File: config.mk
export PLATFORM = sky130hd
export DESIGN_NAME = sorted_versioned_value_table_top
export DESIGN_NICKNAME = d
export VERILOG_FILES = /design/src/sv/svvt_pkg.sv /design/src/sv/svvt_cell.sv /design/src/sv/svvt_out_buf.sv /design/src/sv/sorted_versioned_value_table_top.sv
export SDC_FILE = /design/constraint.sdc
export NUM_CORES = 2
export LEC_CHECK = 0
export ABC_AREA = 0
export BUFFER_PORTS_ARGS = -buffer_cell sky130_fd_sc_hd__buf_4
export CAP_MARGIN = 20
export CORE_MARGIN = 4
export CORE_UTILIZATION = 25
export DETAILED_ROUTE_END_ITERATION = 8
export HOLD_SLACK_MARGIN = 0.12
export PLACE_DENSITY = 0.45
export REMOVE_ABC_BUFFERS = 1
export SETUP_SLACK_MARGIN = 0.15
export SLEW_MARGIN = 20
export SYNTH_ARGS = -nofsm -noshare
export SYNTH_HDL_FRONTEND = slang
export SYNTH_HIERARCHICAL = 1
export SYNTH_SLANG_ARGS = --single-unit
export TNS_END_PERCENT = 50
File: constraint.sdc
create_clock -name clk -period 18.6 [get_ports clk]
set_input_delay 3.72 -clock clk [delete_from_list [all_inputs] [get_ports clk]]
set_output_delay 3.72 -clock clk [all_outputs]
set_load 0.005 [all_outputs]
File: src/sv/svvt_pkg.sv
// shared types and constants for the sorted versioned value table
`default_nettype none

package svvt_pkg;

  localparam int SVVT_TABLE_DEPTH = 16;
  localparam int SVVT_KEY_W       = 16;
  localparam int SVVT_VAL_W       = 32;

  localparam logic [1:0] CMD_SET   = 2'd0;
  localparam logic [1:0] CMD_FLOOR = 2'd1;
  localparam logic [1:0] CMD_EXACT = 2'd2;

  typedef struct packed {
    logic [1:0]            cmd;
    logic [SVVT_KEY_W-1:0] version_key;
    logic [SVVT_VAL_W-1:0] entry_value;
  } svvt_in_t;

  typedef struct packed {
    logic                  hit;
    logic [SVVT_KEY_W-1:0] found_key;
    logic [SVVT_VAL_W-1:0] found_value;
    logic                  table_full;
  } svvt_out_t;

  typedef struct packed {
    logic                  valid;
    logic [SVVT_KEY_W-1:0] key;
    logic [SVVT_VAL_W-1:0] value;
  } svvt_rec_t;

  // command broadcast to every cell of the row
  typedef struct packed {
    logic                  accept;
    logic [1:0]            cmd;
    logic [SVVT_KEY_W-1:0] key;
    logic [SVVT_VAL_W-1:0] value;
    logic                  ins;
    logic                  ovr;
  } svvt_bcast_t;

endpackage

`default_nettype wire

File: src/sv/svvt_cell.sv
// one record cell of the sorted table row with its result carry stage
`default_nettype none

module svvt_cell
  import svvt_pkg::*;
(
  input  wire logic        clk,
  input  wire logic        rst_n,
  input  wire svvt_bcast_t bcast,
  input  wire logic        left_le,
  input  wire svvt_rec_t   left_rec,
  input  wire logic        right_le,
  input  wire svvt_rec_t   carry_in,
  output logic             le,
  output logic             match,
  output svvt_rec_t        rec,
  output svvt_rec_t        carry_out
);

  logic                  valid_r;
  logic [SVVT_KEY_W-1:0] key_r;
  logic [SVVT_VAL_W-1:0] value_r;
  logic                  sel_r;
  logic                  sel_nxt;
  svvt_rec_t             carry_r;
  logic                  bound;
  logic                  is_set;

  assign le     = valid_r && (key_r <= bcast.key);
  assign bound  = le && !right_le;
  assign match  = bound && (key_r == bcast.key);
  assign is_set = bcast.accept && (bcast.cmd == CMD_SET);

  assign rec       = '{valid: valid_r, key: key_r, value: value_r};
  assign carry_out = carry_r;

  // this cell holds the answer of a lookup
  always_comb begin
    sel_nxt = sel_r;
    if (bcast.accept) begin
      sel_nxt = ((bcast.cmd == CMD_FLOOR) && bound) ||
                ((bcast.cmd == CMD_EXACT) && match);
    end
  end

  always_ff @(posedge clk) begin
    if (!rst_n) begin
      valid_r <= 1'b0;
      sel_r   <= 1'b0;
    end else begin
      sel_r <= sel_nxt;
      if (is_set && bcast.ovr && match) begin
        value_r <= bcast.value;
      end
      // insert: the slot at the insert point takes the new record, those
      // above it take their left neighbor's record
      if (is_set && bcast.ins && !le) begin
        if (left_le) begin
          valid_r <= 1'b1;
          key_r   <= bcast.key;
          value_r <= bcast.value;
        end else begin
          valid_r <= left_rec.valid;
          key_r   <= left_rec.key;
          value_r <= left_rec.value;
        end
      end
    end
  end

  always_ff @(posedge clk) begin
    carry_r <= sel_r ? rec : carry_in;
  end

endmodule

`default_nettype wire

File: src/sv/svvt_out_buf.sv
// output register with one hold stage for the result channel
`default_nettype none

module svvt_out_buf
  import svvt_pkg::*;
(
  input  wire logic      clk,
  input  wire logic      rst_n,
  input  wire logic      res_valid,
  input  wire svvt_out_t res_data,
  input  wire logic      out_stall,
  output logic           out_valid,
  output svvt_out_t      out_data,
  output logic           hold_busy
);

  logic      out_v_r;
  logic      out_v_nxt;
  svvt_out_t out_d_r;
  svvt_out_t out_d_nxt;
  logic      hold_v_r;
  logic      hold_v_nxt;
  svvt_out_t hold_d_r;
  svvt_out_t hold_d_nxt;
  logic      slot_free;

  assign slot_free = !out_v_r || !out_stall;

  always_comb begin
    out_v_nxt  = out_v_r;
    out_d_nxt  = out_d_r;
    hold_v_nxt = hold_v_r;
    hold_d_nxt = hold_d_r;
    if (slot_free) begin
      if (hold_v_r) begin
        out_v_nxt  = 1'b1;
        out_d_nxt  = hold_d_r;
        hold_v_nxt = res_valid;
        hold_d_nxt = res_data;
      end else begin
        out_v_nxt = res_valid;
        out_d_nxt = res_data;
      end
    end else if (res_valid) begin
      hold_v_nxt = 1'b1;
      hold_d_nxt = res_data;
    end
  end

  always_ff @(posedge clk) begin
    if (!rst_n) begin
      out_v_r  <= 1'b0;
      hold_v_r <= 1'b0;
    end else begin
      out_v_r  <= out_v_nxt;
      hold_v_r <= hold_v_nxt;
    end
  end

  always_ff @(posedge clk) begin
    out_d_r  <= out_d_nxt;
    hold_d_r <= hold_d_nxt;
  end

  assign out_valid = out_v_r;
  assign out_data  = out_d_r;
  assign hold_busy = hold_v_r;

endmodule

`default_nettype wire

File: src/sv/sorted_versioned_value_table_top.sv
// top level of the sorted versioned value table: cell row, sequencer, output buffer
//
//   channel | ports                           | direction | item
//   --------+---------------------------------+-----------+------------------------------
//   input   | in_valid, in_stall, in_data     | in        | cmd, version_key, entry_value
//   result  | out_valid, out_stall, out_data  | out       | hit, found_key, found_value,
//           |                                 |           | table_full
//
// a set item: every cell compares its key with the item's key and the row
// overwrites a matching record, or shifts up and inserts when the table is not full
// in a lookup item the selected record travels the result carry chain one cell
// per cycle before it reaches the output
// reset leaves the table empty; cell valid bits clear at once
// the input stalls during a lookup and while a result sits in the hold stage

`default_nettype none

module sorted_versioned_value_table_top
  import svvt_pkg::*;
#(
  parameter int TABLE_DEPTH = SVVT_TABLE_DEPTH
) (
  input  wire logic      clk,
  input  wire logic      rst_n,
  input  wire logic      in_valid,
  output logic           in_stall,
  input  wire svvt_in_t  in_data,
  output logic           out_valid,
  input  wire logic      out_stall,
  output svvt_out_t      out_data
);

  localparam int CNT_W = $clog2(TABLE_DEPTH + 1);
  localparam logic [CNT_W-1:0] CNT_LAST = CNT_W'(TABLE_DEPTH);

  // row wiring
  logic [TABLE_DEPTH-1:0] le_w;
  logic [TABLE_DEPTH-1:0] match_w;
  svvt_rec_t              rec_w   [TABLE_DEPTH];
  svvt_rec_t              carry_w [TABLE_DEPTH];

  svvt_bcast_t bcast;
  logic        accept;
  logic        hold_busy;
  logic        any_match;
  logic        full;

  // lookup sequencer
  logic             busy_r;
  logic             busy_nxt;
  logic [CNT_W-1:0] cnt_r;
  logic [CNT_W-1:0] cnt_nxt;

  logic      res_valid;
  svvt_out_t res_data;

  assign in_stall = busy_r || hold_busy;
  assign accept   = in_valid && !in_stall;

  // a match can only sit in the boundary cell, so the or has one bit set at most
  assign any_match = |match_w;
  assign full      = rec_w[TABLE_DEPTH-1].valid;

  assign bcast.accept = accept;
  assign bcast.cmd    = in_data.cmd;
  assign bcast.key    = in_data.version_key;
  assign bcast.value  = in_data.entry_value;
  assign bcast.ovr    = 1'b1;
  assign bcast.ins    = !any_match && !full;

  genvar gi;
  generate
    for (gi = 0; gi < TABLE_DEPTH; gi++) begin : g_cell
      logic      left_le;
      svvt_rec_t left_rec;
      logic      right_le;
      svvt_rec_t carry_in;

      if (gi == 0) begin : g_first
        // left edge: insert point when every record is above the key
        assign left_le  = 1'b1;
        assign left_rec = '0;
        assign carry_in = '0;
      end else begin : g_inner
        assign left_le  = le_w[gi-1];
        assign left_rec = rec_w[gi-1];
        assign carry_in = carry_w[gi-1];
      end

      if (gi == TABLE_DEPTH - 1) begin : g_last
        assign right_le = 1'b0;
      end else begin : g_mid
        assign right_le = le_w[gi+1];
      end

      svvt_cell u_cell (
        .clk       (clk),
        .rst_n     (rst_n),
        .bcast     (bcast),
        .left_le   (left_le),
        .left_rec  (left_rec),
        .right_le  (right_le),
        .carry_in  (carry_in),
        .le        (le_w[gi]),
        .match     (match_w[gi]),
        .rec       (rec_w[gi]),
        .carry_out (carry_w[gi])
      );
    end
  endgenerate

  always_comb begin
    busy_nxt = busy_r;
    cnt_nxt  = cnt_r;
    if (accept && (in_data.cmd != CMD_SET)) begin
      busy_nxt = 1'b1;
      cnt_nxt  = '0;
    end else if (busy_r) begin
      if (cnt_r == CNT_LAST) begin
        busy_nxt = 1'b0;
      end else begin
        cnt_nxt = cnt_r + 1'b1;
      end
    end
  end

  always_ff @(posedge clk) begin
    if (!rst_n) begin
      busy_r <= 1'b0;
      cnt_r  <= '0;
    end else begin
      busy_r <= busy_nxt;
      cnt_r  <= cnt_nxt;
    end
  end

  // result: set answers at once, a lookup when the carry has left the last cell
  always_comb begin
    res_valid = 1'b0;
    res_data  = '0;
    if (accept && (in_data.cmd == CMD_SET)) begin
      res_valid = 1'b1;
      if (any_match || !full) begin
        res_data.hit         = 1'b1;
        res_data.found_key   = in_data.version_key;
        res_data.found_value = in_data.entry_value;
      end else begin
        res_data.table_full = 1'b1;
      end
    end else if (busy_r && (cnt_r == CNT_LAST)) begin
      res_valid            = 1'b1;
      res_data.hit         = carry_w[TABLE_DEPTH-1].valid;
      res_data.found_key   = carry_w[TABLE_DEPTH-1].key;
      res_data.found_value = carry_w[TABLE_DEPTH-1].value;
    end
  end

  svvt_out_buf u_out_buf (
    .clk       (clk),
    .rst_n     (rst_n),
    .res_valid (res_valid),
    .res_data  (res_data),
    .out_stall (out_stall),
    .out_valid (out_valid),
    .out_data  (out_data),
    .hold_busy (hold_busy)
  );

endmodule

`default_nettype wire

==> impl_metrics.yaml <==
status:
  status: "complete, but fails checks"
  violations: "slew limit"
critical_path:
  cp_slowest_stage_delay_ns: 0.86
  worstPathArrival_ns: 10.43
  reg2reg_slack_ns: 11.65
  cp_cell_sequence: "buf_4 > inv_1 > ha_1 > nand4_1 > nor4_1 > and2_2 > a31oi_1 > inv_1 > nor3b_1 > nor4_1 > and4_1 > nor2b_1 > buf_4 > nand2_1 > or3_2 > mux2_4"
  cp_max_fo: 33
  rr_worst_depth: 14
  rr_startpoint: "g_cell[2].u_cell/key_r[11]"
  slowest_stage: "or3_2"
  critPathTopFamily: "simple AND/OR/NAND/NOR gates"
  crit_type: "primary input to flop"
  cp.buffers_inverters: 4
  crit_path_end_kind: "flop"
  worstPathRequired_ns: 19.12
  r2r_end: "g_cell[11].u_cell/value_r[30]"
  start_kind: "primary input"
cts:
  cts_tree: "done"
  holdBufCountCts: 0
  cts_resized: 0
  cts_buffer_depth: 4
  cts-root-buf: "clkbuf_16"
  clkTransAtPathRegs_ns: 0.06
  cts_buffers: 187
  cts_num_sinks: 1692
  htreeDepth: 4
  clock_latency_ns: 0.81
  postCtsSetupBuffers: 0
grt:
  grt_antenna_before_repair: 13
  grt_first_pass_wirelength_mm: 236
  grt_pass1_vias: 39300
  grt.overflow.total: 0
  grtUsageTotal: 0.0968
  grt_max_degree: 75
routing:
  drc_errors: 0
  num_vias: 35600
  wl_mm: 149
  post_drt_wl_per_cell_um: 16.4
  dr.pass1.iters: 4
  ant_nets: 0
  vias_per_cell: 3.92
  drt_iter0_markers: 1205
sta:
  final_max_slew_viol_count: 34
  hold_viol: 0
  whs_ns: 0.433
  tightestPinTransition_ns: 2.27
  max_slew_margin: -0.510
  setup_viol: 0
  fin_setup_tns_ns: 0
  fin_crit_sh: 0.533
  finalClockSkew_ns: 0.0455
  finalCriticalPeriod_ns: 9.91
  fmax_ghz: 0.101
  setup_ws_ns: 8.69
  rsz0062_at_grt: "no"
floorplanning:
  die_y_um: 551
  coreArea_um2: 294000
  die_w_um: 551
  num_rows: 199
  pin_count: 106
  initial_core_util: 0.251
  die-area_um2: 304000
logic_synthesis:
  yosysSeqAreaShare: 0.577
  yosys_warnings: 6
  ys.flop_type: "edfxtp_1"
  synth_edf_count: 868
  synth.cell_area_um2: 73700
  async_reset_ff_frac: 0
  post_synth_inst_count: 4758
  ys_ff_latch: 1692
  ys_types: 60
  syn_area_per_cell_um2: 15.5
power:
  pwr-share-seq: 0.497
  p_sw_uw: 1770
  clkPwrFrac: 0.439
  p_comb_frac: 0.063
  p_int_uw: 6540
  power_density_nw_per_um2: 98.3
  finalPower_uw: 8310
  ir_drop_uv: 56.5
  sw_frac_of_total: 0.213
  power_leakage_uw: 0.0330
place:
  numPortBuffers: 105
  globalplace.congestion: 0.730
  hpwl_mm: 104
  post-place-ws_ns: 7.89
  placed_area_um2: 78500
worst_hold_path:
  worst_hold_path.num_cells: 1
  min_to: "g_cell[3].u_cell/carry_out[18]"
  hold_path.class: "flop to flop"
  hold_start: "g_cell[2].u_cell/carry_out[18]"
finish:
  area_growth_pct: 14.7
  layout_common_cells: "mux2_2, edfxtp_1, dfxtp_1"
  final_area_um2: 84600
  final_net_count: 5310
  drive_above_1_share: 0.416
  final_common_cell: "mux2_2"
  fillers: 29500
run:
  drv_cap: 0
## final cells by class
cell class | instances | area, um^2 | share of cell area
Sequential cell | 1692 | 42600 | 0.504
Clock inverter | 76 | 756 | 0.00894
Inverter | 278 | 1040 | 0.0123
Multi-Input combinational cell | 2679 | 28800 | 0.340
Tap cell | 3919 | 4900 | 0.0580
Timing Repair Buffer | 160 | 1200 | 0.0142
Clock buffer | 264 | 5290 | 0.0625
Antenna cell | 6 | 15.0 | 0.000178
## cells by family (layout without fill, tap and decap cells)
logic type | count (synthesis) | count (layout) | synth area share
AOI/OAI and AO/OA | 329 | 329 | 0.0351
buffers and inverters | 502 | 778 | 0.0404
other | 2 | 123 | 0.000102
muxes | 1614 | 1614 | 0.272
and+or+nand+nor | 358 | 358 | 0.0309
adders and majority gates | 258 | 258 | 0.0438
DFF | 1692 | 1692 | 0.577
xor gates and xnor gates | 3 | 3 | 0.000356
## registers in the layout (all words and copies together), names as in the netlist
signal / flops
u_out_buf/hold_d_r: 50
u_out_buf/out_valid: 1
u_out_buf/hold_busy: 1
u_out_buf/out_data: 50
g_cell.u_cell/key_r: 256
busy_r: 1
g_cell.u_cell/carry_out: 784
g_cell.u_cell/valid_r: 16
cnt_r: 5
g_cell.u_cell/sel_r: 16
g_cell.u_cell/value_r: 512
## power groups by stage
stage / clock network [uW] / registers (uW) / logic (uW)
5_1_grt: 3940 / 4150 / 585
4_1_cts: 3800 / 4130 / 538
3_5_place_dp: 0 / 4210 / 532
2_1_floorplan: 0 / 4190 / 382
3_3_place_gp: 0 / 4210 / 525
6_report: 3650 / 4130 / 527
## through the flow
step,std cells,utilization
CTS,9068,0.288
floorplan,4649,-
global route,9071,0.288
global placement,8728,0.267
detailed placement,8728,0.267
finish,9074,0.288
## synth_stat cells (11+ instances only)
cell | count | area [um^2]
edfxtp_1 | 868 | 26100
a22o_1 | 48 | 420
buf_1 | 22 | 82.6
buf_6 | 19 | 214
nand3b_1 | 27 | 203
nor4_1 | 20 | 125
nand4_1 | 50 | 313
clkbuf_1 | 102 | 383
o21ai_0 | 12 | 60.1
a21o_1 | 13 | 97.6
buf_4 | 22 | 165
a21oi_1 | 97 | 485
nor2b_1 | 21 | 131
nor2_1 | 27 | 101
dfxtp_1 | 824 | 16500
mux2_2 | 1093 | 12300
nand4_2 | 16 | 200
inv_1 | 278 | 1040
nand2_1 | 55 | 206
nor3b_1 | 32 | 240
buf_12 | 53 | 1060
mux2i_1 | 11 | 110
nand3_1 | 18 | 90.1
and3_1 | 20 | 125
ha_1 | 258 | 3230
mux2_4 | 510 | 7660
o21a_1 | 16 | 120
o211ai_1 | 16 | 120
nand2b_1 | 29 | 181
## layer usage
| metal | up-vias | global-route usage | wire, um |
|---|---|---|---|
| li1 | 18000 | - | - |
| met1 | 16800 | 0.126 | 69400 |
| met2 | 443 | 0.162 | 69600 |
| met3 | 266 | 0.0174 | 5590 |
| met4 | 12 | 0.0316 | 4390 |
| met5 | - | 0 | 67 |
## how the worst max path moves through the flow
stage | start | endpoint | slack (ns) | depth (start not counted)
after floorplan | in_data[33] | g_cell[0].u_cell/value_r[0] | 9.12 | 13
after global placement | in_data[43] | g_cell[14].u_cell/value_r[4] | 7.93 | 16
after detailed placement | in_data[43] | g_cell[10].u_cell/value_r[13] | 7.89 | 16
after CTS | in_data[43] | g_cell[10].u_cell/value_r[13] | 8.75 | 16
after global routing | in_data[43] | g_cell[10].u_cell/value_r[13] | 8.34 | 16
final | in_data[43] | g_cell[11].u_cell/value_r[30] | 8.69 | 16
Note: power is estimated with default switching activity, not from simulation.
